## src/rtl/mbet_pkg.sv

```systemverilog
// ----------------------------------------------------------------------------
// mbet_pkg
// Shared types and constants of the Mandelbrot escape-time engine: number
// formats, window geometry, register indexes and the microcode word layout.
// ----------------------------------------------------------------------------
package mbet_pkg;

  // Fixed-point format: signed Q4.28.
  localparam int Q_FRAC = 28;

  // Window geometry, given as powers of two.
  localparam int WIN_WIDTH_LOG2  = 10;
  localparam int WIN_HEIGHT_LOG2 = 10;
  localparam int WIN_WIDTH       = 1 << WIN_WIDTH_LOG2;
  localparam int WIN_HEIGHT      = 1 << WIN_HEIGHT_LOG2;

  // Escape threshold |z|^2 > 4.0, in the Q8.56 product format.
  localparam logic [63:0] ESCAPE_MAG = 64'd1 << (2 * Q_FRAC + 2);

  // Configuration port widths.
  localparam int CFG_INDEX_W = 3;
  localparam int CFG_DATA_W  = 32;

  // Register indexes of the configuration port.
  typedef enum logic [CFG_INDEX_W-1:0] {
    REG_REAL_MIN   = 3'd0,
    REG_REAL_MAX   = 3'd1,
    REG_IMAG_MIN   = 3'd2,
    REG_IMAG_MAX   = 3'd3,
    REG_ITER_LIMIT = 3'd4,
    REG_POINTER_X  = 3'd5,
    REG_POINTER_Y  = 3'd6
  } reg_index_t;

  // Register file contents as seen by the datapath.
  typedef struct packed {
    logic signed [31:0] real_min;
    logic signed [31:0] real_max;
    logic signed [31:0] imag_min;
    logic signed [31:0] imag_max;
    logic [11:0]        iter_limit;
    logic [9:0]         pointer_x;
    logic [9:0]         pointer_y;
  } cfg_t;

  // Microprogram step addresses.
  localparam int UADDR_W = 3;

  typedef enum logic [UADDR_W-1:0] {
    STEP_MAP_MUL   = 3'd0,
    STEP_MAP_ADD   = 3'd1,
    STEP_FIRST_MUL = 3'd2,
    STEP_FIRST_UPD = 3'd3,
    STEP_LOOP_MUL  = 3'd4,
    STEP_LOOP_TEST = 3'd5,
    STEP_DONE      = 3'd6
  } step_t;

  // Branch conditions of a control word.
  typedef enum logic [1:0] {
    COND_NONE       = 2'd0,
    COND_LIMIT_ZERO = 2'd1,
    COND_EXIT       = 2'd2
  } cond_t;

  // One microcode control word.
  typedef struct packed {
    logic  ld_map;    // register the view-mapping products
    logic  ld_start;  // load starting z, clear the iteration count
    logic  ld_c;      // form c from the mapping products
    logic  ld_prod;   // register the products of z
    logic  ld_z;      // write the updated z
    logic  inc_n;     // count a completed update unless it escaped
    logic  finish;    // deliver the result and go idle
    cond_t cond;
    step_t next;
    step_t jump;
  } ctrl_t;

  // Status returned by the datapath for branching and the result.
  typedef struct packed {
    logic        limit_zero;
    logic        exit_loop;
    logic [11:0] count;
  } status_t;

endpackage

```

## src/rtl/mbet_ucode_rom.sv

```systemverilog
// ----------------------------------------------------------------------------
// mbet_ucode_rom
// Read-only microprogram of the engine. Each step gives one control word with
// datapath enables, a branch condition and the two successor addresses.
// ----------------------------------------------------------------------------
module mbet_ucode_rom import mbet_pkg::*; (
  input  step_t addr,
  output ctrl_t word
);

  // Program: map the pixel and finish at once if the limit is zero; else run one
  // update, then alternate multiply and update-with-test until the point escapes or the limit is reached.
  always_comb begin
    word      = '0;
    word.cond = COND_NONE;
    word.next = STEP_DONE;
    word.jump = STEP_DONE;
    case (addr)
      STEP_MAP_MUL: begin
        word.ld_map   = 1'b1;
        word.ld_start = 1'b1;
        word.next     = STEP_MAP_ADD;
      end
      STEP_MAP_ADD: begin
        word.ld_c = 1'b1;
        word.cond = COND_LIMIT_ZERO;
        word.next = STEP_FIRST_MUL;
      end
      STEP_FIRST_MUL: begin
        word.ld_prod = 1'b1;
        word.next    = STEP_FIRST_UPD;
      end
      STEP_FIRST_UPD: begin
        word.ld_z = 1'b1;
        word.next = STEP_LOOP_MUL;
      end
      STEP_LOOP_MUL: begin
        word.ld_prod = 1'b1;
        word.next    = STEP_LOOP_TEST;
      end
      STEP_LOOP_TEST: begin
        word.ld_z  = 1'b1;
        word.inc_n = 1'b1;
        word.cond  = COND_EXIT;
        word.next  = STEP_LOOP_MUL;
      end
      STEP_DONE: begin
        word.finish = 1'b1;
      end
      default: begin
        word.finish = 1'b1;
      end
    endcase
  end

endmodule

```

## config.mk

```make
export PLATFORM = sky130hd
export DESIGN_NAME = mbet_ucode_rom
export DESIGN_NICKNAME = d
export VERILOG_FILES = /design/src/rtl/mbet_pkg.sv /design/src/rtl/mbet_ucode_rom.sv
export SDC_FILE = /design/constraint.sdc
export NUM_CORES = 1
export LEC_CHECK = 0
export CAP_MARGIN = 20
export CORE_AREA = 2 2 39 41
export DETAILED_ROUTE_END_ITERATION = 16
export DIE_AREA = 0 0 41 43
export DONT_BUFFER_PORTS = 1
export SYNTH_ARGS = -nofsm -noshare
export SYNTH_HDL_FRONTEND = slang
export SYNTH_SLANG_ARGS = --single-unit
```

## constraint.sdc

```tcl
create_clock -name vclk -period 1.45
set_input_delay 0.0725 -clock vclk [all_inputs]
set_output_delay 0.0725 -clock vclk [all_outputs]
set_load 0.005 [all_outputs]
```

# Word-level counts from Yosys, hierarchy flattened
# Cells that the tools add are included.
[classes] n_eq_ne=5 muxes=8 n_reduce_logical=4
[ops] cell="one-hot mux 3 bit (5 select lines)" n=1
[ops] cell="== test 3 x 2 -> 1 bit (second input constant)" n=2
[ops] cell="== test 3 bit (second input constant)" n=2
[ops] cell="OR reduction 6 bit" n=1
[ops] cell="2-to-1 mux 1 bit" n=5
[ops] cell="one-hot mux 2 bit (2 select lines)" n=1
[ops] cell="OR reduction 2 bit" n=2
[ops] cell="== test 3 x 1 -> 1 bit (second input constant)" n=1
[ops] cell="zero test 3 bit" n=1
[ops] cell="2-to-1 mux 2 bit" n=1
[word_totals] ff_bits=0 input_bits=3 wordCells=17

# Logic depth before layout (Yosys ltp)
[logic_depth] ltp_word=3 depth_mapped=3 depth_no_buf=2

# Least setup slack after synthesis
# Ideal clock, no wire load.
[synth_timing] kind="input port to output port" from="input addr[1]" to="output word[14] (netlist name)" t_arrival_ns=0.596 t_required_ns=1.378 path_slack_ns=0.781 path_stages=3 n_path_buf=2 cell_sequence="buf_2 nor3_1 buf_4"
[synth_rtl] element="start: declaration" line_no="mbet_ucode_rom.sv:7" source="input step_t addr,"
[synth_rtl] element="end: declaration" line_no="mbet_ucode_rom.sv:8" source="output ctrl_t word"

==> run summary <==
====================================================================================
Number of vias per cell ...............................................         2.87
Highest clock frequency the design can meet ...........................     1.99 GHz
Starting density of the core ..........................................        9.67%
Power per cell area ...................................................   217 nW/µm²
Global-route wire length before repair ................................       193 µm
Final net count .......................................................           20
Combined area of the multi-input logic cells ..........................     87.6 µm²
Cell accounting for the most synthesized area .........................        buf_4
Number of warnings printed during yosys synthesis .....................            0
Post-synthesis instance area ..........................................      134 µm²
Part of the cycle the worst path needs ................................        34.6%
Post-synth cell types .................................................           13
Top library cells by usage in the layout, fill and taps aside ......... nor2_1 (3), conb_1 (3)
Start point of the critical path ......................................      addr[2]
Worst path top cell family by delay ................................... simple AND/OR/NAND/NOR gates
Result of the run .....................................................    completed
Number of setup buffers added after CTS ...............................            0
Number of instances in the synthesized netlist ........................           21
Slowest-stage cell, CP ................................................       nor2_1
Chain of cells forming the critical path .............................. nand2b_2 -> nor2_1
Synth top area cells .................................................. buf_4 (34%), nor2_1 (8.4%), a21o_2 (6.5%)
Crit Path Class ....................................................... input pin to primary output
RSZ-0062 raised after global routing ..................................           no
Area of the die .......................................................     1760 µm²
Sw Share ..............................................................        53.8%
Sequential Power Share ................................................           0%
Number of primary I/O pins ............................................           18
Setup violators final .................................................            0
Combined flip-flop and latch cell area ................................        0 µm²
Remaining global-route overflow .......................................            0
Placed wire-length estimate after detailed placement ..................       187 µm
Crit Path Max Fanout ..................................................            6
Peak ir drop on the vdd network .......................................  0.0000139 V
Min-Delay Path Class .................................................. input pin to primary output
First-iteration detailed-routing DRC count ............................            0
# diodes ..............................................................            0
Max-slew violation count ..............................................            0
First drt pass iteration count ........................................            1
Critical Path Sink Type ............................................... primary output
Sum of routed wire length over all layers .............................       199 µm
Pin count of the biggest net entering global routing ..................            8
Resize count post-CTS .................................................            0
Combinational cell fraction of total power ............................       100.0%
Cell row count ........................................................           14
Number of global-route vias before repair .............................           54
Drc violations ........................................................            0
Share of post-route cells with drive strength above 1 .................        20.0%
Post-CTS Hold Buffers .................................................            0
Net Switching .........................................................    0.0126 mW
Internal power consumption ............................................    0.0108 mW
Overall power after layout ............................................    0.0233 mW
IO Port Bufs ..........................................................            0
Remaining number of nets flagged by the antenna check after routing ...            0
Horizontal die dimension ..............................................        41 µm
Critical path arrival .................................................      0.43 ns
Total track usage .....................................................        1.40%
Number of vias after detailed routing .................................           89
Start point of the worst min-delay path ...............................      addr[0]
Slowest cell delay on critical path ...................................      0.19 ns
Critical path data required time ......................................      1.38 ns
Clock network fraction of design power ................................           0%
Worst Setup Start Kind ................................................    input pin
Register area share after synthesis ...................................           0%
Final hold vios .......................................................            0
Die Span Y ............................................................        43 µm
Worst hold slack after final layout ...................................     0.178 ns
Number of antenna violations at the first check in global routing .....            0
Share of the synthesized area in the top cell type ....................        33.6%
Weighted congestion at the end of routability-driven global placement .        0.418
Routed WL per cell ....................................................      6.42 µm
Tmin final ............................................................     0.502 ns
Layout Area Growth over Synthesis .....................................       -19.6%
Core Region ...........................................................     1380 µm²
Critical path buffers and inverters ...................................            0
Mean area per synthesized cell ........................................     6.38 µm²
Total Neg Setup Slack .................................................         0 ns
Count of maximum capacitance violations ...............................            0
Cell leakage power ....................................................    0.0445 nW
Number of clock buffers in the layout .................................            0
Filler cells ..........................................................          160
Sequential cell count of the final layout .............................            0
====================================================================================
final cells by class:
| class | instances | share of cell area (%) |
|---|---|---|
| Multi-Input combinational cell | 15 | 81.4 |
| Tap cell | 16 | 18.6 |
kinds of logic (layout without fill, tap and decap cells):
kind of cell,count (synthesis),after routing,share of synthesized area [%]
buffers and inverters,7,0,37.4
xor gates and xnor gates,2,2,13.1
and+or+nand+nor,9,9,37.4
AOI/OAI and AO/OA,1,1,6.54
other,2,3,5.61
stage by stage:
stage | area (µm²) | util, % | worst slack, ns | std cells
6_report | 108 | 7.78 | 0.948 | 31
5_1_grt | 108 | 7.78 | 0.916 | 31
4_1_cts | 108 | 7.78 | 0.947 | 31
3_5_place_dp | 108 | 7.78 | 0.947 | 31
3_3_place_gp | 108 | 7.78 | 0.948 | 31
2_1_floorplan | 138 | - | 0.781 | 22
routing by layer:
| layer | up-vias | global-route usage (%) | wire length (µm) | share of wire [%] |
|---|---|---|---|---|
| li1 | 41 | - | - | - |
| met1 | 38 | 0.949 | 62 | 31 |
| met2 | 10 | 3.44 | 95 | 48 |
| met3 | 0 | 0 | 41 | 21 |
| met4 | 0 | 0 | 0 | 0 |
| met5 | - | 0 | 0 | 0 |
power groups by stage:
| stage | sequential [mW] | combinational [mW] | clock [mW] |
|---|---|---|---|
| finish | 0 | 0.0233 | 0 |
| global route | 0 | 0.0277 | 0 |
| CTS | 0 | 0.0236 | 0 |
| detailed placement | 0 | 0.0236 | 0 |
| global placement | 0 | 0.0235 | 0 |
| floorplan | 0 | 0.0351 | 0 |
synth_stat cells:
cell type  n
buf_4      6
nor2_1     3
conb_1     2
a21o_2     1
and2_1     1
and2_2     1
and2b_1    1
buf_2      1
nand2_1    1
nand2b_2   1
nor3_1     1
xnor2_1    1
xor2_1     1
worst paths after layout:
path	slack, ns	cells after the start	endpoint
setup / recovery	0.95	2	word[6]
hold / removal	0.18	1	word[3]
Power figures use the tool's default switching activity.
