===== config.mk =====
export PLATFORM = sky130hd
export DESIGN_NAME = mbet_cfg_regs
export DESIGN_NICKNAME = d
export VERILOG_FILES = /design/src/rtl/mbet_pkg.sv /design/src/rtl/mbet_cfg_regs.sv
export SDC_FILE = /design/constraint.sdc
export NUM_CORES = 1
export LEC_CHECK = 0
export ABC_AREA = 0
export BUFFER_PORTS_ARGS = -buffer_cell sky130_fd_sc_hd__buf_2
export CORE_MARGIN = 1.5
export CORE_UTILIZATION = 46
export CTS_CLUSTER_SIZE = 25
export DETAILED_ROUTE_END_ITERATION = 6
export PLACE_DENSITY = 0.76
export SYNTH_ARGS = -nofsm -noshare
export SYNTH_HDL_FRONTEND = slang
export SYNTH_SLANG_ARGS = --single-unit

===== constraint.sdc =====
create_clock -name clk -period 1.26 [get_ports clk]
set_input_delay 0.063 -clock clk [delete_from_list [all_inputs] [get_ports clk]]
set_output_delay 0.063 -clock clk [all_outputs]
set_load 0.02 [all_outputs]

===== src/rtl/mbet_pkg.sv =====
// ----------------------------------------------------------------------------
// mbet_pkg
// Shared types and constants of the Mandelbrot escape-time engine: number
// formats, window geometry, register indexes and the microcode word layout.
// ----------------------------------------------------------------------------
package mbet_pkg;

  // Fixed-point format: signed Q4.28.
  localparam int Q_FRAC = 28;

  // Window geometry, given as powers of two.
  localparam int WIN_WIDTH_LOG2  = 10;
  localparam int WIN_HEIGHT_LOG2 = 10;
  localparam int WIN_WIDTH       = 1 << WIN_WIDTH_LOG2;
  localparam int WIN_HEIGHT      = 1 << WIN_HEIGHT_LOG2;

  // Escape threshold |z|^2 > 4.0, in the Q8.56 product format.
  localparam logic [63:0] ESCAPE_MAG = 64'd1 << (2 * Q_FRAC + 2);

  // Configuration port widths.
  localparam int CFG_INDEX_W = 3;
  localparam int CFG_DATA_W  = 32;

  // Register indexes of the configuration port.
  typedef enum logic [CFG_INDEX_W-1:0] {
    REG_REAL_MIN   = 3'd0,
    REG_REAL_MAX   = 3'd1,
    REG_IMAG_MIN   = 3'd2,
    REG_IMAG_MAX   = 3'd3,
    REG_ITER_LIMIT = 3'd4,
    REG_POINTER_X  = 3'd5,
    REG_POINTER_Y  = 3'd6
  } reg_index_t;

  // Register file contents as seen by the datapath.
  typedef struct packed {
    logic signed [31:0] real_min;
    logic signed [31:0] real_max;
    logic signed [31:0] imag_min;
    logic signed [31:0] imag_max;
    logic [11:0]        iter_limit;
    logic [9:0]         pointer_x;
    logic [9:0]         pointer_y;
  } cfg_t;

  // Microprogram step addresses.
  localparam int UADDR_W = 3;

  typedef enum logic [UADDR_W-1:0] {
    STEP_MAP_MUL   = 3'd0,
    STEP_MAP_ADD   = 3'd1,
    STEP_FIRST_MUL = 3'd2,
    STEP_FIRST_UPD = 3'd3,
    STEP_LOOP_MUL  = 3'd4,
    STEP_LOOP_TEST = 3'd5,
    STEP_DONE      = 3'd6
  } step_t;

  // Branch conditions of a control word.
  typedef enum logic [1:0] {
    COND_NONE       = 2'd0,
    COND_LIMIT_ZERO = 2'd1,
    COND_EXIT       = 2'd2
  } cond_t;

  // One microcode control word.
  typedef struct packed {
    logic  ld_map;    // register the view-mapping products
    logic  ld_start;  // load starting z, clear the iteration count
    logic  ld_c;      // form c from the mapping products
    logic  ld_prod;   // register the products of z
    logic  ld_z;      // write the updated z
    logic  inc_n;     // count a completed update unless it escaped
    logic  finish;    // deliver the result and go idle
    cond_t cond;
    step_t next;
    step_t jump;
  } ctrl_t;

  // Status returned by the datapath for branching and the result.
  typedef struct packed {
    logic        limit_zero;
    logic        exit_loop;
    logic [11:0] count;
  } status_t;

endpackage


===== src/rtl/mbet_cfg_regs.sv =====
// ----------------------------------------------------------------------------
// mbet_cfg_regs
// Configuration register file. Takes one register write per transfer on the
// configuration channel; unknown indexes are ignored.
// ----------------------------------------------------------------------------
module mbet_cfg_regs import mbet_pkg::*; (
  input  logic                   clk,
  input  logic                   rst,
  input  logic                   cfg_valid,
  output logic                   cfg_ready,
  input  logic [CFG_INDEX_W-1:0] cfg_index,
  input  logic [CFG_DATA_W-1:0]  cfg_data,
  output cfg_t                   cfg
);

  // The register file can always take a write.
  assign cfg_ready = 1'b1;

  // Register writes, with the documented reset view.
  always_ff @(posedge clk) begin
    if (rst) begin
      cfg.real_min   <= 32'shE000_0000;
      cfg.real_max   <= 32'sh1000_0000;
      cfg.imag_min   <= 32'shE800_0000;
      cfg.imag_max   <= 32'sh1800_0000;
      cfg.iter_limit <= 12'd256;
      cfg.pointer_x  <= 10'd0;
      cfg.pointer_y  <= 10'd0;
    end else if (cfg_valid && cfg_ready) begin
      case (reg_index_t'(cfg_index))
        REG_REAL_MIN:   cfg.real_min   <= $signed(cfg_data);
        REG_REAL_MAX:   cfg.real_max   <= $signed(cfg_data);
        REG_IMAG_MIN:   cfg.imag_min   <= $signed(cfg_data);
        REG_IMAG_MAX:   cfg.imag_max   <= $signed(cfg_data);
        REG_ITER_LIMIT: cfg.iter_limit <= cfg_data[11:0];
        REG_POINTER_X:  cfg.pointer_x  <= cfg_data[9:0];
        REG_POINTER_Y:  cfg.pointer_y  <= cfg_data[9:0];
        default: ;
      endcase
    end
  end

endmodule


======== Yosys cells after proc, flatten, opt, wreduce, memory -nomap -nowiden ========
Cells that the tools add are included.
operators by class
  reduce and logical (&&, ||, !) cells .... 8
  eq/ne operators ......................... 6
operators with widths
  operator              number
  $reduce_and A2 Y1     7
  $eq A3 B3 Y1 const B  3
  $eq A3 B2 Y1 const B  2
  $eq A3 B1 Y1 const B  1
  $logic_not A3 Y1      1
storage, ports and cells
  output and inout bits ................... 161
  register bits after elaboration ......... 160
  logic and storage cells ................. 21

======== Logic depth before layout (Yosys ltp) ========
  word-level depth ........................ 2
  gate-level depth with buffers ........... 5
  mapped depth without buffers ............ 2

======== Least setup slack after synthesis ========
Ideal clock, no wire load.
  kind .................................... input-to-reg
  start point ............................. input cfg_index[1]
  end point ............................... register cfg[157] (netlist bit)
  setup slack ............................. 43 ps
  arrival ................................. 1,097 ps
  buffers on the path ..................... 3
  data required time ...................... 1,139 ps
  library setup time ...................... 121 ps
  stages .................................. 5
  cells stage by stage .................... buf_2 or4b_4 buf_6 buf_12 mux2i_1
on the way
  cells in the longest elaborated chain, start to end .. 2
RTL lines
  what                         line                 RTL
  start: declaration           mbet_cfg_regs.sv:11  input logic [CFG_INDEX_W-1:0] cfg_index,
  $logic_not A3 Y1             mbet_cfg_regs.sv:30  case (reg_index_t'(cfg_index))
  $reduce_and A2 Y1 (no line)  --
  end: declaration             mbet_cfg_regs.sv:13  output cfg_t cfg
No other way between the ends.
A chain may end at the register's enable or synchronous reset.

======== Worst setup path in the final report ========
  start point ............................. register cfg[131] (netlist bit)
  end point ............................... output cfg[131] (netlist bit)
No word-level cell between the ends.

==> summary.md <==
| Metric | Value |
|---|---|
| Net count of the finished layout | `809` |
| Cell at the root of the clock tree | `sky130_fd_sc_hd__clkbuf_16` |
| Total of endpoints with negative setup slack in the final report | `0` |
| Worst skew pair latency | `0.41 ns` |
| Overall die area | `0.0145 sq mm` |
| Worst-case reg-to-reg path depth | `2` |
| Number of endpoints with negative hold slack in the final report | `0` |
| Total number of vias | `4680` |
| Net count after synthesis | `612` |
| Combined area of all synthesized cells | `0.00634 sq mm` |
| Power density over cell area | `1350 mW/mm^2` |
| Clock tree from TritonCTS | `done` |
| Ant. Diodes | `0` |
| Post-Route WL | `15.6 mm` |
| Avg Cell Area, Syn | `11.0 sq um` |
| Setup total negative slack | `0 ns` |
| Cts bufs inserted | `17` |
| Category of the worst setup path capture point | `primary output` |
| Wire length of the first global-routing pass | `24.8 mm` |
| Boundary pin count | `199` |
| Critical path buffers and inverters | `1` |
| Starting Density | `47.5%` |
| Count of mapped cells out of synthesis | `574` |
| Largest net degree at the start of global routing | `82` |
| Commonest cells after routing, fill and taps aside | `sky130_fd_sc_hd__buf_2 (196), sky130_fd_sc_hd__nand2b_1 (181), sky130_fd_sc_hd__mux2i_1 (160), sky130_fd_sc_hd__dfxtp_1 (160)` |
| Number of gates given a new drive strength after cts | `0` |
| Crit-path cells | `buf_2` |
| Count of cell instances traversed by the critical path | `1` |
| Worst hold path depth | `3` |
| Hpwl dp | `10.8 mm` |
| Post-synthesis cell type count | `15` |
| Largest register by flop count | `cfg` |
| Number of antenna violations at the first check in global routing | `0` |
| YS warnings | `0` |
| Kind of start point of the critical path | `flip-flop` |
| Violation count after the first detailed-route iteration | `257` |
| IO buf count | `197` |
| Kind of cell adding the most delay to the critical path | `flip-flops` |
| Clk buf depth | `2` |
| Number of standard-cell rows in the floorplan | `42` |
| Worst supply voltage drop on vdd | `0.000694 V` |
| Critical-path top delay cell | `sky130_fd_sc_hd__dfxtp_1` |
| Y dimension of the die | `120 microns` |
| Clock Sink Count | `160` |
| Global router's overall resource usage | `22.0%` |
| Period minus WS final | `1.02 ns` |
| Arrival time of the worst setup path | `0.96 ns` |
| Remaining routing DRC violations | `0` |
| RSZ-0062 raised after global routing | `false` |
| Fraction of layout cells with a size suffix above 1 | `31.6%` |
| Wirelength per Cell | `16.3 microns` |
| Static power due to leakage | `0.00429 uW` |
| Worst min-delay path class | `in -> reg` |
| Flop and latch count out of synthesis | `160` |
| Max-cap check violation count | `0` |
| Setup bufs post-CTS | `0` |
| Maximum achievable frequency | `0.980 GHz` |
| Most frequent standard cell in the layout excluding fill and tap cells | `sky130_fd_sc_hd__buf_2` |
| Fraction of the core area covered by cells at the end of the flow | `61.6%` |
| Max FFs per register | `160` |
| RD Place Congestion | `0.750` |
| Critical path data required time | `1.20 ns` |
| Number of vias per cell | `4.88` |
| Htree depth | `4` |
| Via count of the first global-routing pass | `4843` |
| Placeable core area | `0.0133 sq mm` |
| Die X-Extent | `120 microns` |
| Max-slew violation count | `0` |
| Detailed-router iteration count before antenna repair | `6` |
| Period utilization | `81.0%` |
| Worst Setup Path Type | `reg -> out` |
| Result of the run | `finished, final reports clean` |
| Remaining global-route overflow | `0` |
| Clk slew on worst S/H paths | `0.06 ns` |
| Share of synthesized area occupied by flip-flops and latches | `50.5%` |
| Residual antenna-violating net count after detailed routing | `0` |
| Worst Clk Skew | `0 ns` |
| Critical path's largest stage delay | `0.36 ns` |
| Maximum fanout along the worst path | `2` |
| Layout area overhead | `29.7%` |
| Registers with the most flip-flops | `cfg x160` |
| Hold buffer count at cts | `10` |
cells in the mapped netlist:
library cell	n	area share (%)
sky130_fd_sc_hd__nor2_1	17	1.0
sky130_fd_sc_hd__buf_6	2	0.36
sky130_fd_sc_hd__buf_2	16	1.3
sky130_fd_sc_hd__buf_4	3	0.36
sky130_fd_sc_hd__nand4bb_1	3	0.53
sky130_fd_sc_hd__nor4bb_1	2	0.32
sky130_fd_sc_hd__nand2b_1	181	18
sky130_fd_sc_hd__mux2i_1	160	25
sky130_fd_sc_hd__dfxtp_1	160	51
sky130_fd_sc_hd__nand4b_1	3	0.41
sky130_fd_sc_hd__buf_12	1	0.32
sky130_fd_sc_hd__conb_1	1	0.059
sky130_fd_sc_hd__or4b_4	1	0.22
sky130_fd_sc_hd__nor4b_1	1	0.14
sky130_fd_sc_hd__clkbuf_1	23	1.4
cell families (layout without fill, tap and decap cells):
logic type / count (synthesis) / in the layout / synth area share (%)
other: 1 / 1 / 0.0592
buffers and inverters: 45 / 255 / 3.65
AND/OR/NAND/NOR: 208 / 208 / 20.5
multiplexers: 160 / 160 / 25.3
flip-flops: 160 / 160 / 50.5
where the power goes:
part / switching, uW / internal (uW) / leakage [uW] / total (uW)
Clock: 2050 / 2910 / 0.000272 / 4960
Sequential: 59.7 / 5170 / 0.00130 / 5230
Combinational: 506 / 393 / 0.00272 / 899
Total: 2610 / 8470 / 0.00429 / 11100
layer usage:
metal	global-route usage (%)	part of all wire, %
met2	36.2	47
met3	6.23	6.7
met5	0	0
met1	26.6	43
met4	10.4	2.8
layout make-up:
class	count	area (sq um)
Fill cell	1095	5130
Sequential cell	160	3200
Multi-Input combinational cell	369	2930
Timing Repair Buffer	223	1300
Clock buffer	18	429
Tap cell	176	220
Clock inverter	14	141
final timing paths:
path	slack (ns)	start	endpoint
min	0.01	cfg_data[21]	cfg[85]
min reg2reg	0.47	cfg[92]	cfg[92]
max	0.24	cfg[131]	cfg[131]
max reg2reg	0.63	cfg[128]	cfg[128]
through the flow:
stage	area [sq um]	power, uW	setup WS (ns)	std cells	hold WS (ns)
3_5_place_dp	7550	6220	0.0416	918	0.348
4_1_cts	8220	11200	0.213	960	0.000653
5_1_grt	8220	11500	0.200	960	0.0188
3_3_place_gp	7550	6190	0.0995	918	0.334
2_1_floorplan	6340	5910	0.0426	574	0.224
6_report	8220	11100	0.239	960	0.00983
Note: power is estimated with default switching activity, not from simulation.
